--- src/rtl/core/pr80_pkg.sv ---
// ============================================================================
// pr80_pkg
// Shared types, constants and layer functions for the PRESENT-80 encrypt unit.
// ============================================================================
`default_nettype none

package pr80_pkg;

    localparam int BLOCK_W     = 64;
    localparam int KEY_W       = 80;
    localparam int KEY_UPPER_W = 16;
    localparam int ROUND_COUNT = 31;
    localparam int ROUND_W     = 5;

    typedef logic [BLOCK_W-1:0] block_t;
    typedef logic [KEY_W-1:0]   key_t;
    typedef logic [ROUND_W-1:0] round_t;

    // Configuration register indexes.
    typedef enum logic {
        CFG_KEY_UPPER = 1'b0,
        CFG_KEY_LOWER = 1'b1
    } cfg_index_t;

    localparam logic [3:0] SBOX [16] = '{
        4'hc, 4'h5, 4'h6, 4'hb, 4'h9, 4'h0, 4'ha, 4'hd,
        4'h3, 4'he, 4'hf, 4'h8, 4'h4, 4'h7, 4'h1, 4'h2
    };

    function automatic block_t sub_layer(input block_t s);
        block_t r;
        r = '0;
        for (int n = 0; n < 16; n++)
        begin
            r[4*n +: 4] = SBOX[s[4*n +: 4]];
        end
        return r;
    endfunction

    // Bit i moves to bit 16*(i mod 4) + i/4.
    function automatic block_t perm_layer(input block_t s);
        block_t r;
        r = '0;
        for (int i = 0; i < BLOCK_W; i++)
        begin
            r[(i % 4) * 16 + i / 4] = s[i];
        end
        return r;
    endfunction

    // Next key register: rotate left by 61, S-box on the top nibble,
    // round counter into bits 19..15.
    function automatic key_t key_update(input key_t k, input round_t rnd);
        key_t r;
        r = {k[18:0], k[79:19]};
        r[79:76] = SBOX[r[79:76]];
        r[19:15] = r[19:15] ^ rnd;
        return r;
    endfunction

endpackage

`default_nettype wire

--- src/rtl/core/pr80_round_stage.sv ---
// ============================================================================
// pr80_round_stage
// One registered PRESENT round: key XOR, S-box layer, bit permutation, and
// the matching key schedule step carried alongside the data.
// ============================================================================
`default_nettype none

module pr80_round_stage (
    input  wire logic            clk,
    input  wire logic            rst_n,
    input  wire logic            en,
    input  wire logic            in_valid,
    input  wire pr80_pkg::block_t in_state,
    input  wire pr80_pkg::key_t   in_key,
    input  wire pr80_pkg::round_t round_num,
    output logic                 out_valid,
    output pr80_pkg::block_t     out_state,
    output pr80_pkg::key_t       out_key
);
    import pr80_pkg::*;

    logic   valid_reg;
    block_t state_reg;
    block_t state_next;
    key_t   key_reg;
    key_t   key_next;

    always_comb
    begin
        state_next = perm_layer(sub_layer(in_state ^ in_key[79:16]));
        key_next   = key_update(in_key, round_num);
    end

    always_ff @(posedge clk or negedge rst_n)
    begin
        if (!rst_n)
        begin
            valid_reg <= 1'b0;
        end
        else if (en)
        begin
            valid_reg <= in_valid;
        end
    end

    always_ff @(posedge clk)
    begin
        if (en)
        begin
            state_reg <= state_next;
            key_reg   <= key_next;
        end
    end

    assign out_valid = valid_reg;
    assign out_state = state_reg;
    assign out_key   = key_reg;

endmodule

`default_nettype wire

--- config.mk ---
export PLATFORM = sky130hd
export DESIGN_NAME = pr80_round_stage
export DESIGN_NICKNAME = d
export VERILOG_FILES = /design/src/rtl/core/pr80_pkg.sv /design/src/rtl/core/pr80_round_stage.sv
export SDC_FILE = /design/constraint.sdc
export NUM_CORES = 1
export LEC_CHECK = 0
export ABC_AREA = 1
export BUFFER_PORTS_ARGS = -buffer_cell sky130_fd_sc_hd__buf_2
export CORE_ASPECT_RATIO = 0.8
export CORE_UTILIZATION = 30
export DETAILED_ROUTE_END_ITERATION = 8
export PLACE_DENSITY_LB_ADDON = 0.08
export SLEW_MARGIN = 20
export SYNTH_ARGS = -nofsm -noshare
export SYNTH_HDL_FRONTEND = slang
export SYNTH_SLANG_ARGS = --single-unit
--- constraint.sdc ---
create_clock -name clk -period 0.9 [get_ports clk]
set_input_delay 0.135 -clock clk [delete_from_list [all_inputs] [get_ports clk]]
set_output_delay 0.135 -clock clk [all_outputs]
set_load 0.1 [all_outputs]
==> summary.txt, run 1 <==
Yosys
  – Post-synthesis average cell area: just over 8 µm²
  – Count of distinct cell types in the synthesized netlist: 24
  – Post-synthesis share of cell area spent on xor and xnor gates: under 10%
  – Register bit count reported by yosys: 145
  – Number of synthesized flops with an enable pin: between 100 and 150
  – Share of the synthesized area in the top cell type: roughly 50%
  – Top cell types by occurrence after synthesis: sky130_fd_sc_hd__nand2_1, sky130_fd_sc_hd__inv_1, sky130_fd_sc_hd__edfxtp_1
  – Ys Warns: 0
  – Mux cell area share after synthesis: 0.130%
  – Syn Std Cell Area: between 8000 and 9000 µm²
  – Library cell with the highest instance count after synthesis: sky130_fd_sc_hd__nand2_1
  – Largest family of logic cells by synthesized area: simple AND/OR/NAND/NOR gates
  – Simple-gate share of the synthesized area: 30.0%
  – Cells after Synth: 1070
  – Most used DFF post-synth: sky130_fd_sc_hd__edfxtp_1
  – Part of the Yosys area used for sequential elements: between 50% and 60%
  – Net Count, Synth: approximately 1300
  – Fraction of the mapped netlist area in adder cells: roughly 7.6%
  – Share of synthesized registers carrying an async set or reset: 0.690%
  – Largest cells by area after synthesis: sky130_fd_sc_hd__edfxtp_1, sky130_fd_sc_hd__nand2_1, sky130_fd_sc_hd__inv_1
  – Fraction of the mapped netlist area in compound gates: less than 1%
  – Yosys top cell by area: sky130_fd_sc_hd__edfxtp_1

Finish
  – Final net count: 1758
  – Layout overhead on the synthesized area: 87.0%
  – Finished Layout Cells: approximately 1900
  – Share of cells above drive strength 1: between 40 and 50%
  – Final std cell area, no fill: 16200 µm²
  – Final standard cell utilization of the core: between 50% and 60%

Hold path
  – Type of the worst min-delay path: in2reg

Floorplan
  – DIE HEIGHT: between 150 and 200 µm
  – Top Ports: roughly 300
  – Die Wd: ~190 µm
  – Die Area: a little under 30000 µm²
  – Core area: about 28000 µm²
  – FP Rows: 55
  – Effective utilization at floorplan: between 30% and 40%

Placed design
  – Buffers added on ports: between 200 and 300
  – Placed cell area: roughly 15000 µm²
  – Number of placed instances with taps included: 1839
  – Place WS: -0.420 ns
  – Final estimated routing congestion in global placement: 0.806
  – Detail Placement HPWL: 19100 µm

Setup path
  – Buffers plus inverters on the worst setup path: 1
  – Cell-by-cell listing of the critical path: buf_12
  – Capturing element type of the critical path: output port
  – Worst EP required: 0.76 ns
  – Worst-path fanout max: 1
  – Worst EP arrival: ~1.1 ns
  – Delay of the slowest cell on the worst path: around 0.44 ns
  – Cell with the biggest individual delay on the critical path: sky130_fd_sc_hd__edfxtp_1
  – CP Launch Type: flip-flop
  – Category of cells accounting for the largest share of critical-path delay: flip-flops
  – Startpoint-to-endpoint class of the critical path: reg2out

Clock tree
  – TritonCTS Buffers: 17
  – Clock Pin Slew Worst Setup and Hold Paths: ~0.070 ns
  – CTS tree: yes
  – Clock root buffer master: sky130_fd_sc_hd__clkbuf_16
  – Clock tree sinks: 145
  – Clock latency on the worst-skew pair: around 0.43 ns
  – Count of H-tree levels built during CTS: 4
  – Maximum clock insertion buffer count: 2

Status
  – Run status: finished with violations
  – Failing checks: negative setup slack

Timing
  – Worst relative slew slack: just under 80%
  – Worst hold slack: 0.0242 ns
  – Timing-limited maximum frequency: 835 MHz
  – Period utilization: 133%
  – Number of failing hold endpoints at the final stage: 0
  – Final critical path time including I/O delays and setup: approximately 1.2 ns
  – Unrepaired setup endpoints after global routing: yes
  – Layout Skew: 0 ns
  – Final setup vio count: between 100 and 150
  – Worst-margin pin slew: roughly 0.32 ns
  – Final Slew Violations: 0
  – Minimum setup slack in the final design: -0.298 ns

Detailed routing
  – DR vias: just over 8000
  – Post-detailed-route wirelength per cell: between 10 and 15 µm
  – Total length of routed wires: about 24000 µm
  – Remaining DRCs: 0
  – Detail-routed via count per cell: about 4.2
  – Iter 0 DRT Violations: 220
  – Final antenna-violating net count: 0
  – 1st-pass router iterations: 5

Power and ir drop
  – Power density over cell area: 1820 nW/µm²
  – Leakage power of the design: slightly below 8 nW
  – Peak supply drop: around 0.0013 V

Global routing
  – Global-route usage over all layers: between 10% and 20%
  – Number of antenna violations at the first check in global routing: 6
  – Maximum number of pins on one net before global-route repair: 24
  – Wire length of the first global-routing pass: 38400 µm
  – Global route overflow: 0
  – Number of global-route vias before repair: approximately 8000

Flow run
  – MaxCap Viol Count: 0
==> per-stage QoR <==
stage          total power [W]  TNS, ns
6_report                0.0295   -37.97
5_1_grt                 0.0309   -44.15
4_1_cts                 0.0299   -42.97
3_5_place_dp            0.0218   -23.47
3_3_place_gp            0.0217   -22.82
2_1_floorplan           0.0166   -27.24
==> cell families (layout without fill, tap and decap cells) <==
group / after synthesis / in the layout
multiplexers: 1 / 1
adder cells (fa/ha/maj): 53 / 53
other: 0 / 1
AND/OR/NAND/NOR: 659 / 659
buffers and inverters: 180 / 673
AO/OA/AOI/OAI: 9 / 9
XOR/XNOR: 23 / 23
flip-flops: 145 / 145
==> sequential cells by signal, indices dropped and copies added (netlist names) <==
name,cells
out_key,80
out_valid,1
out_state,64
==> cell type report <==
class / count / area, µm²
inverter: 179 / 857
timing repair buffer: 464 / 5180
fill: 2501 / 12100
multi-input combinational: 745 / 4770
antenna: 1 / 2.50
tap: 370 / 463
sequential: 145 / 4350
clock buffer: 17 / 425
clock inverter: 13 / 193
==> report_power, final <==
part | internal (W) | switching, W | leakage (nW)
clock | 0.00485 | 0.00284 | 0.303
combinational | 0.00475 | 0.00813 | 6.16
sequential | 0.00838 | 0.000568 | 1.42
==> worst paths after layout <==
kind | slack, ns | to | from | depth (start not counted)
worst max-delay path | -0.30 | out_state[36] | out_state[36]$_DFFE_PP_ | 1
worst min-delay path | 0.02 | out_key[9]$_DFFE_PP_ | in_key[28] | 1
worst max register to register | 0.11 | out_valid$_DFFE_PN0P_ | out_valid$_DFFE_PN0P_ | 1
worst min register to register | 0.56 | out_valid$_DFFE_PN0P_ | out_valid$_DFFE_PN0P_ | 1
max in group asynchronous | 0.22 | out_valid$_DFFE_PN0P_ | rst_n | 3
min in group asynchronous | 0.56 | out_valid$_DFFE_PN0P_ | rst_n | 3
==> cell usage in the layout, fill, tap and decap left out, types with 2 or more instances in the layout <==
cell type                         n
sky130_fd_sc_hd__xor2_1           5
sky130_fd_sc_hd__nand3_1         68
sky130_fd_sc_hd__o21ai_1          3
sky130_fd_sc_hd__ha_2             2
sky130_fd_sc_hd__dlygate4sd3_1   61
sky130_fd_sc_hd__inv_4           20
sky130_fd_sc_hd__clkbuf_16       17
sky130_fd_sc_hd__buf_2          143
sky130_fd_sc_hd__nand2_8         10
sky130_fd_sc_hd__inv_6            9
sky130_fd_sc_hd__inv_2           46
sky130_fd_sc_hd__nand2_2         22
sky130_fd_sc_hd__clkinv_2         2
sky130_fd_sc_hd__xnor2_1          2
sky130_fd_sc_hd__nor2_2           4
sky130_fd_sc_hd__edfxtp_1       144
sky130_fd_sc_hd__nand2_4         36
sky130_fd_sc_hd__clkbuf_4         5
sky130_fd_sc_hd__buf_4          102
sky130_fd_sc_hd__ha_4            29
sky130_fd_sc_hd__xnor2_2         16
sky130_fd_sc_hd__inv_12           7
sky130_fd_sc_hd__buf_12         152
sky130_fd_sc_hd__nor2_4          36
sky130_fd_sc_hd__nand3_2          3
sky130_fd_sc_hd__ha_1            22
sky130_fd_sc_hd__bufinv_16        5
sky130_fd_sc_hd__inv_1           97
sky130_fd_sc_hd__a21oi_1          2
sky130_fd_sc_hd__clkinv_1         4
sky130_fd_sc_hd__nand2_1        458
sky130_fd_sc_hd__nor2_1          21
==> per-layer routing <==
metal | GRT usage (%) | up-vias | routed length, µm
met4 | 4.42 | 6 | 305
met2 | 27.8 | 216 | 11200
met5 | 0 | - | 40
met3 | 5.95 | 25 | 1970
met1 | 19.7 | 3649 | 10100
li1 | - | 4306 | -
==> timing repair <==
item,CTS,global route
hold buffers,59,2
pin swaps,0,8
setup endpoints to repair,145,158
setup buffers,0,3
endpoints found under the hold margin,58,2
gates resized for setup,0,15
Note: power is estimated with default switching activity, not from simulation.
==> inputs of run 2 (changes only) <==
--- a/config.mk
+++ b/config.mk
@@ -5,13 +5,11 @@
 export SDC_FILE = /design/constraint.sdc
 export NUM_CORES = 1
 export LEC_CHECK = 0
-export ABC_AREA = 1
-export BUFFER_PORTS_ARGS = -buffer_cell sky130_fd_sc_hd__buf_2
 export CORE_ASPECT_RATIO = 0.8
 export CORE_UTILIZATION = 30
 export DETAILED_ROUTE_END_ITERATION = 8
+export DONT_BUFFER_PORTS = 1
 export PLACE_DENSITY_LB_ADDON = 0.08
-export SLEW_MARGIN = 20
 export SYNTH_ARGS = -nofsm -noshare
 export SYNTH_HDL_FRONTEND = slang
 export SYNTH_SLANG_ARGS = --single-unit
==> run 2 against run 1 <==
The flow finishes with violations (negative hold slack, negative setup slack). Clock power is 8.6% higher. Sequential share of layout area is 2.8 points higher. Synthesized cell count is 53% lower. Critical endpoint is now out_valid. Combinational power is 7% higher.
==> summary.txt, run 2 <==
Timing
  – Minimum setup slack in the final design: -0.314 ns (was -0.298 ns)
  – Final setup vio count: 157 (was 145)
  – Total Negative Setup Slacks: -38.77 ns (was -37.97 ns)
  – Layout Skew: 0 ns (unchanged)
  – Worst relative slew slack: 72.8% (was 78.7%)
  – Number of failing hold endpoints at the final stage: 144 (was 0)
  – Final Slew Violations: 0 (unchanged)
  – Unrepaired setup endpoints after global routing: yes (unchanged)
  – Final critical path time including I/O delays and setup: 1.21 ns (was 1.20 ns)
  – Worst-margin pin slew: 0.406 ns (was 0.317 ns)
  – Period utilization: 135% (was 133%)
  – Timing-limited maximum frequency: 824 MHz (was 835 MHz)
  – Worst hold slack: -0.172 ns (was 0.0242 ns)

Power and ir drop
  – Combinational fraction of design power: 44.0% (was 43.6%)
  – Peak supply drop: 0.00129 V (was 0.00131 V)
  – Proportion of total power due to net switching: 37.0% (was 39.1%)
  – Switching power total: 0.0116 W (was 0.0115 W)
  – Register share of total power: 29.3% (was 30.3%)
  – Clock power frac: 26.7% (was 26.1%)
  – Leakage power of the design: 5.80 nW (was 7.88 nW)
  – Internal power: 0.0198 W (was 0.0180 W)
  – Power density over cell area: 2130 nW/µm² (was 1820 nW/µm²)
  – Final Power: 0.0313 W (was 0.0295 W)

Finish
  – Number of diodes: 0 (was 1)
  – Flip-flop count of the largest register after layout: 80 (unchanged)
  – Most frequent cells in the layout: sky130_fd_sc_hd__buf_12, sky130_fd_sc_hd__edfxtp_1, sky130_fd_sc_hd__buf_4, sky130_fd_sc_hd__dlygate4sd3_1, sky130_fd_sc_hd__mux2i_1 (was sky130_fd_sc_hd__nand2_1, sky130_fd_sc_hd__buf_12, sky130_fd_sc_hd__edfxtp_1, sky130_fd_sc_hd__buf_2, sky130_fd_sc_hd__buf_4)
  – Share of cells above drive strength 1: 52.5% (was 42.9%)
  – Most common cell after layout, fill and taps aside: sky130_fd_sc_hd__buf_12 (was sky130_fd_sc_hd__nand2_1)
  – Layout overhead on the synthesized area: 91.2% (was 87.0%)
  – Finished Layout Cells: 1195 (was 1934)
  – Final standard cell utilization of the core: 58.3% (was 57.3%)
  – Final net count: 1064 (was 1758)
  – Final std cell area, no fill: 14700 µm² (was 16200 µm²)

Yosys
  – Ys Warns: 0 (unchanged)
  – Number of synthesized flops with an enable pin: 144 (unchanged)
  – Largest family of logic cells by synthesized area: multiplexers (was simple AND/OR/NAND/NOR gates)
  – Yosys top cell by area: sky130_fd_sc_hd__edfxtp_1 (unchanged)
  – Mux cell area share after synthesis: 12.4% (was 0.130%)
  – Part of the Yosys area used for sequential elements: 56.6% (was 50.1%)
  – Cells after Synth: 499 (was 1070)
  – Most used DFF post-synth: sky130_fd_sc_hd__edfxtp_1 (unchanged)
  – Net Count, Synth: 705 (was 1276)
  – Top cell types by occurrence after synthesis: sky130_fd_sc_hd__edfxtp_1, sky130_fd_sc_hd__inv_1, sky130_fd_sc_hd__ha_1 (was sky130_fd_sc_hd__nand2_1, sky130_fd_sc_hd__inv_1, sky130_fd_sc_hd__edfxtp_1)
  – Share of synthesized registers carrying an async set or reset: 0.690% (unchanged)
  – Fraction of the mapped netlist area in compound gates: 4.72% (was 0.619%)
  – Largest cells by area after synthesis: sky130_fd_sc_hd__edfxtp_1, sky130_fd_sc_hd__ha_1, sky130_fd_sc_hd__mux4_2 (was sky130_fd_sc_hd__edfxtp_1, sky130_fd_sc_hd__nand2_1, sky130_fd_sc_hd__inv_1)
  – Simple-gate share of the synthesized area: 1.82% (was 30.0%)
  – Library cell with the highest instance count after synthesis: sky130_fd_sc_hd__edfxtp_1 (was sky130_fd_sc_hd__nand2_1)
  – Count of distinct cell types in the synthesized netlist: 37 (was 24)
  – Register bit count reported by yosys: 145 (unchanged)
  – Post-synthesis share of cell area spent on xor and xnor gates: 12.4% (was 3.70%)
  – Syn Std Cell Area: 7690 µm² (was 8690 µm²)
  – Share of the synthesized area in the top cell type: 56.2% (was 49.8%)
  – Fraction of the mapped netlist area in adder cells: 8.62% (was 7.63%)
  – Post-synthesis average cell area: 15.4 µm² (was 8.12 µm²)

Detailed routing
  – Detail-routed via count per cell: 4.52 (was 4.24)
  – Post-detailed-route wirelength per cell: 16.7 µm (was 12.2 µm)
  – Final antenna-violating net count: 0 (unchanged)
  – 1st-pass router iterations: 4 (was 5)
  – Remaining DRCs: 0 (unchanged)
  – Iter 0 DRT Violations: 157 (was 220)
  – Total length of routed wires: 19900 µm (was 23600 µm)
  – DR vias: 5398 (was 8202)

Floorplan
  – Core area: 25200 µm² (was 28400 µm²)
  – Effective utilization at floorplan: 30.5% (was 30.6%)
  – DIE HEIGHT: 145 µm (was 154 µm)
  – Top Ports: 298 (unchanged)
  – Die Wd: 181 µm (was 192 µm)
  – FP Rows: 52 (was 55)
  – Die Area: 26300 µm² (was 29600 µm²)

Setup path
  – Buffers plus inverters on the worst setup path: 1 (unchanged)
  – Startpoint-to-endpoint class of the critical path: reg2out (unchanged)
  – Cell-by-cell listing of the critical path: buf_12 (unchanged)
  – Worst EP required: 0.76 ns (about the same)
  – Cell with the biggest individual delay on the critical path: sky130_fd_sc_hd__dfrtp_4 (was sky130_fd_sc_hd__edfxtp_1)
  – Category of cells accounting for the largest share of critical-path delay: flip-flops (unchanged)
  – Worst EP arrival: 1.08 ns (was 1.06 ns)
  – CP Launch Type: flip-flop (unchanged)
  – Crit path launch: out_valid$_DFFE_PN0P_ (was out_state[36]$_DFFE_PP_)
  – Destination of the worst register-to-register timing path: out_valid$_DFFE_PN0P_ (unchanged)
  – Worst-path fanout max: 2 (was 1)
  – Termination of the worst setup path: out_valid (was out_state[36])
  – Logic depth of the worst setup path including buffers: 1 (unchanged)
  – Worst R2R Start: out_valid$_DFFE_PN0P_ (unchanged)
  – Path depth of the worst reg2reg path: 1 (unchanged)
  – Worst R2R Setup Slack: 0.04 ns (was 0.11 ns)
  – Delay of the slowest cell on the worst path: 0.49 ns (was 0.44 ns)
  – Capturing element type of the critical path: output port (unchanged)

Clock tree
  – CTS tree: yes (unchanged)
  – Clock latency on the worst-skew pair: 0.42 ns (was 0.43 ns)
  – Hold Buf Count CTS: 86 (was 59)
  – Count of H-tree levels built during CTS: 4 (unchanged)
  – Clock tree sinks: 145 (unchanged)
  – Clock root buffer master: sky130_fd_sc_hd__clkbuf_16 (unchanged)
  – Maximum clock insertion buffer count: 2 (unchanged)
  – Clock Pin Slew Worst Setup and Hold Paths: 0.06 ns (was 0.07 ns)
  – TritonCTS Buffers: 17 (unchanged)

Placed design
  – Detail Placement HPWL: 15000 µm (was 19100 µm)
  – Final estimated routing congestion in global placement: 0.791 (was 0.806)
  – Number of placed instances with taps included: 1071 (was 1839)
  – Buffers added on ports: 0 (was 297)
  – Placed cell area: 12900 µm² (was 15000 µm²)

Global routing
  – Global-route usage over all layers: 15.9% (was 16.5%)
  – Met2 Use GR: 29.2% (was 27.8%)
  – Met1 usage: 16.2% (was 19.7%)
  – Number of antenna violations at the first check in global routing: 0 (was 6)
  – Global route overflow: 0 (unchanged)
  – Maximum number of pins on one net before global-route repair: 146 (was 24)
  – Global routing usage on met3: 6.53% (was 5.95%)
  – Number of global-route vias before repair: 5992 (was 7875)
  – GRT busiest layer: met2 (unchanged)
  – Wire length of the first global-routing pass: 32000 µm (was 38400 µm)

Flow run
  – MaxCap Viol Count: 0 (unchanged)

Status
  – Failing checks: negative hold slack, negative setup slack (was negative setup slack)
  – Run status: finished with violations (unchanged)

Hold path
  – Type of the worst min-delay path: in2reg (unchanged)
==> run 2: cell types whose count changed in the layout (fill, tap and decap cells not counted), sizes merged, moves of 40 or more <==
cell   before  now
nand3      71   11
nand2     526    4
buf       398  256
nor2       61    2
inv       180   67
mux2i       0   40
==> run 2: worst min-delay path by stage <==
| stage | from | endpoint | slack, ns | depth (start not counted) |
|---|---|---|---|---|
| 2_1_floorplan | rst_n | out_valid$_DFFE_PN0P_ | -0.16 | 0 |
| 3_3_place_gp | rst_n | out_valid$_DFFE_PN0P_ | -0.16 | 0 |
| 3_5_place_dp | rst_n | out_valid$_DFFE_PN0P_ | -0.16 | 0 |
| 4_1_cts | en | out_key[28]$_DFFE_PP_ | -0.20 | 0 |
| 5_1_grt | en | out_key[28]$_DFFE_PP_ | -0.22 | 0 |
| 6_report | en | out_key[28]$_DFFE_PP_ | -0.17 | 0 |
==> run 2: timing repair <==
action,CTS,global route
setup buffers,2,5
pin swaps,7,16
hold endpoints to repair,226,145
setup endpoints to repair,159,165
gates resized for setup,21,19
==> run 2: per-layer routing <==
| layer | routed length [µm] | share of wire (%) |
|---|---|---|
| met5 | 0 | 0 |
| met1 | 7150 | 36 |
| met4 | 333 | 1.7 |
| met2 | 10800 | 54 |
| met3 | 1610 | 8.1 |
==> run 2: area by class of cell <==
| cell class | count | area [µm²] |
|---|---|---|
| Inverter | 67 | 284 |
| Tap cell | 324 | 405 |
| Timing Repair Buffer | 342 | 4640 |
| Fill cell | 1907 | 10500 |
| Multi-Input combinational cell | 285 | 4330 |
| Clock buffer | 18 | 429 |
| Sequential cell | 145 | 4350 |
| Clock inverter | 14 | 262 |
==> run 2: cells by family after synthesis <==
family                   after synthesis
multiplexers                          67
adder cells (fa/ha/maj)               53
buffers and inverters                 69
XOR/XNOR                              89
flip-flops                           145
AND/OR/NAND/NOR                       28
AO/OA/AOI/OAI                         48
==> run 2: power groups by stage <==
| stage | logic, W | registers, W | clock network, W |
|---|---|---|---|
| finish | 0.0138 | 0.00919 | 0.00835 |
| floorplan | 0.00271 | 0.0148 | 0 |
| global placement | 0.0131 | 0.00932 | 0 |
| detailed placement | 0.0133 | 0.00934 | 0 |
| CTS | 0.0138 | 0.00921 | 0.00860 |
| global route | 0.0143 | 0.00927 | 0.00885 |
==> run 2: stage by stage <==
stage | hold slack (ns) | setup WS (ns)
2_1_floorplan | -0.161 | -0.487
3_3_place_gp | -0.161 | -0.512
3_5_place_dp | -0.161 | -0.532
4_1_cts | -0.201 | -0.342
5_1_grt | -0.215 | -0.352
6_report | -0.172 | -0.314
==> inputs of run 3 (changes only) <==
==> constraint.sdc (replaced) <==
create_clock -name clk -period 1 [get_ports clk]
set_input_delay 0.15 -clock clk [delete_from_list [all_inputs] [get_ports clk]]
set_output_delay 0.15 -clock clk [all_outputs]
set_load 0.1 [all_outputs]
==> run 3 against run 2 <==
The flow still finishes with violations (negative hold slack, negative setup slack). Total power is 15% lower. Hold slack improved by 0.017 ns. Sequential power decreased by 10%. Clock-buffer cell count did not move. Register-to-register slack better by 0.10 ns. Final cell count fell by 1.1%. Flip-flop and latch count is the same. Worst setup slack improved by 0.075 ns. Die area unchanged. Critical endpoint unchanged. Largest cell class unchanged.
==> summary.txt, run 3 (same netlist as run 2, synthesis figures left out) <==
Hold path
  – Cell depth of the worst hold path: 0 (unchanged)
  – Type of the worst min-delay path: in2reg (unchanged)
  – Worst Min Path Start: en (unchanged)

Timing
  – Final Slew Violations: 0 (unchanged)
  – Final setup vio count: 146 (was 157)
  – Minimum setup slack in the final design: -0.239 ns (was -0.314 ns)
  – Worst hold slack: -0.154 ns (was -0.172 ns)
  – Final critical path time including I/O delays and setup: 1.24 ns
  – Layout Skew: 0 ns (unchanged)
  – Number of failing hold endpoints at the final stage: 106 (was 144)
  – Period utilization: 124%
  – Timing-limited maximum frequency: between 800 and 900 MHz
  – Worst relative slew slack: 69.0% (was 72.8%)
  – Unrepaired setup endpoints after global routing: yes (unchanged)
  – Worst-margin pin slew: 0.463 ns (was 0.406 ns)

Clock tree
  – Count of H-tree levels built during CTS: 4 (unchanged)
  – Maximum clock insertion buffer count: 2 (unchanged)
  – Hold Buf Count CTS: 86 (unchanged)
  – Clock root buffer master: sky130_fd_sc_hd__clkbuf_16 (unchanged)
  – Clock Pin Slew Worst Setup and Hold Paths: 0.06 ns (about the same)
  – TritonCTS Buffers: 17 (unchanged)
  – Clock latency on the worst-skew pair: 0.42 ns (about the same)
  – CTS tree: yes (unchanged)
  – Clock tree sinks: 145 (unchanged)

Setup path
  – Buffers plus inverters on the worst setup path: 1 (unchanged)
  – Worst EP arrival: 1.09 ns (was 1.08 ns)
  – Delay of the slowest cell on the worst path: 0.49 ns (about the same)
  – Category of cells accounting for the largest share of critical-path delay: flip-flops (unchanged)
  – Cell-by-cell listing of the critical path: buf_12 (unchanged)
  – Startpoint-to-endpoint class of the critical path: reg2out (unchanged)
  – Worst-path fanout max: 2 (unchanged)
  – Path depth of the worst reg2reg path: 1 (unchanged)
  – Logic depth of the worst setup path including buffers: 1 (unchanged)
  – Worst R2R Start: out_valid$_DFFE_PN0P_ (unchanged)
  – Worst EP required: 0.85 ns (was 0.76 ns)
  – Capturing element type of the critical path: output port (unchanged)
  – Cell with the biggest individual delay on the critical path: sky130_fd_sc_hd__dfrtp_4 (unchanged)
  – CP Launch Type: flip-flop (unchanged)
  – Crit path launch: out_valid$_DFFE_PN0P_ (unchanged)

Placed design
  – Place WS: -0.445 ns (was -0.532 ns)
  – Buffers added on ports: 0 (unchanged)
  – Detail Placement HPWL: 15200 µm (was 15000 µm)
  – Final estimated routing congestion in global placement: 0.785 (was 0.791)

Detailed routing
  – Post-detailed-route wirelength per cell: 16.9 µm (was 16.7 µm)
  – Total length of routed wires: 19900 µm (about the same)
  – Remaining DRCs: 0 (unchanged)
  – Iter 0 DRT Violations: 203 (was 157)
  – Final antenna-violating net count: 0 (unchanged)
  – DR vias: 5352 (was 5398)
  – 1st-pass router iterations: 6 (was 4)
  – Detail-routed via count per cell: 4.53 (was 4.52)

Finish
  – Most common cell after layout, fill and taps aside: sky130_fd_sc_hd__buf_12 (unchanged)
  – Final net count: 1049 (was 1064)
  – Most frequent cells in the layout: sky130_fd_sc_hd__buf_12, sky130_fd_sc_hd__edfxtp_1, sky130_fd_sc_hd__buf_4, sky130_fd_sc_hd__dlygate4sd3_1, sky130_fd_sc_hd__inv_1 (was sky130_fd_sc_hd__buf_12, sky130_fd_sc_hd__edfxtp_1, sky130_fd_sc_hd__buf_4, sky130_fd_sc_hd__dlygate4sd3_1, sky130_fd_sc_hd__mux2i_1)
  – Flip-flop count of the largest register after layout: 80 (unchanged)
  – Share of cells above drive strength 1: 48.7% (was 52.5%)
  – Final standard cell utilization of the core: 56.6% (was 58.3%)
  – Layout overhead on the synthesized area: 85.9% (was 91.2%)

Global routing
  – Global-route usage over all layers: 15.8% (was 15.9%)
  – Number of antenna violations at the first check in global routing: 2 (was 0)
  – Global route overflow: 0 (unchanged)
  – Maximum number of pins on one net before global-route repair: 146 (unchanged)
  – Wire length of the first global-routing pass: 31600 µm (was 32000 µm)
  – Number of global-route vias before repair: 5905 (was 5992)

Floorplan
  – Effective utilization at floorplan: 30.5% (unchanged)
  – Die Wd: 181 µm (unchanged)
  – Core area: 25200 µm² (unchanged)
  – FP Rows: 52 (unchanged)
  – DIE HEIGHT: 145 µm (unchanged)
  – Die Area: 26300 µm² (unchanged)
  – Top Ports: 298 (unchanged)

Status
  – Run status: finished with violations (unchanged)
  – Failing checks: negative hold slack, negative setup slack (unchanged)

Power and ir drop
  – Power density over cell area: 1870 nW/µm² (was 2130 nW/µm²)
  – Peak supply drop: 0.00111 V (was 0.00129 V)
  – Leakage power of the design: 5.66 nW (was 5.80 nW)

Flow run
  – MaxCap Viol Count: 0 (unchanged)
## run 3: changes by cell type in the layout (fill, tap and decap cells not counted), moves of 3 or more
cell | previous run | this run
sky130_fd_sc_hd__ha_1 | 17 | 25
sky130_fd_sc_hd__buf_4 | 105 | 96
sky130_fd_sc_hd__clkinvlp_4 | 1 | 6
sky130_fd_sc_hd__clkinv_4 | 4 | 1
sky130_fd_sc_hd__bufinv_16 | 7 | 2
sky130_fd_sc_hd__ha_4 | 35 | 27
sky130_fd_sc_hd__inv_2 | 24 | 14
sky130_fd_sc_hd__buf_6 | 4 | 0
sky130_fd_sc_hd__inv_1 | 39 | 51
## run 3: final timing paths
check	slack, ns	to
setup / recovery	-0.24	out_valid
hold / removal	-0.15	out_state[14]$_DFFE_PP_
setup reg to reg	0.14	out_valid$_DFFE_PN0P_
hold reg to reg	0.60	out_valid$_DFFE_PN0P_
max in group asynchronous	0.41	out_valid$_DFFE_PN0P_
min in group asynchronous	0.47	out_valid$_DFFE_PN0P_
## run 3: layout make-up
type                            count  area [µm²]
Clock inverter                     14         141
Tap cell                          324         405
Inverter                           67         272
Timing Repair Buffer              327        4490
Sequential cell                   145        4350
Multi-Input combinational cell    285        4210
Clock buffer                       18         429
Antenna cell                        2        5.00
Fill cell                        1986       10900
## run 3: where the power goes
| part | switching (W) | leakage, nW | total (W) | internal, W |
|---|---|---|---|---|
| clock | 0.00257 | 0.262 | 0.00622 | 0.00366 |
| sequential | 0.000586 | 1.42 | 0.00827 | 0.00769 |
| combinational | 0.00719 | 3.98 | 0.0122 | 0.00499 |
## run 3: metal layers
| layer | global-route usage, % | share of wire (%) | vias up |
|---|---|---|---|
| li1 | - | - | 2540 |
| met1 | 17.6 | 39 | 2626 |
| met2 | 27.7 | 52 | 172 |
| met3 | 6.45 | 8.0 | 14 |
| met4 | 4.45 | 0.98 | 0 |
| met5 | 0 | 0 | - |
## run 3: what timing repair did
action | CTS | global route
endpoints found under the setup margin | 146 | 151
hold endpoints to repair | 226 | 145
pin swaps | 1 | 3
buffers inserted | 0 | 1
gates resized for setup | 6 | 7
## run 3: per-stage QoR
stage	hold WS, ns	area (µm²)	power (W)	TNS (ns)	cells
2_1_floorplan	-0.146	8790	0.0157	-18.83	499
3_3_place_gp	-0.146	12800	0.0200	-17.63	1061
3_5_place_dp	-0.146	12800	0.0203	-18.90	1061
4_1_cts	-0.182	14200	0.0269	-30.22	1179
5_1_grt	-0.189	14300	0.0277	-32.44	1182
6_report	-0.154	14300	0.0267	-25.42	1182
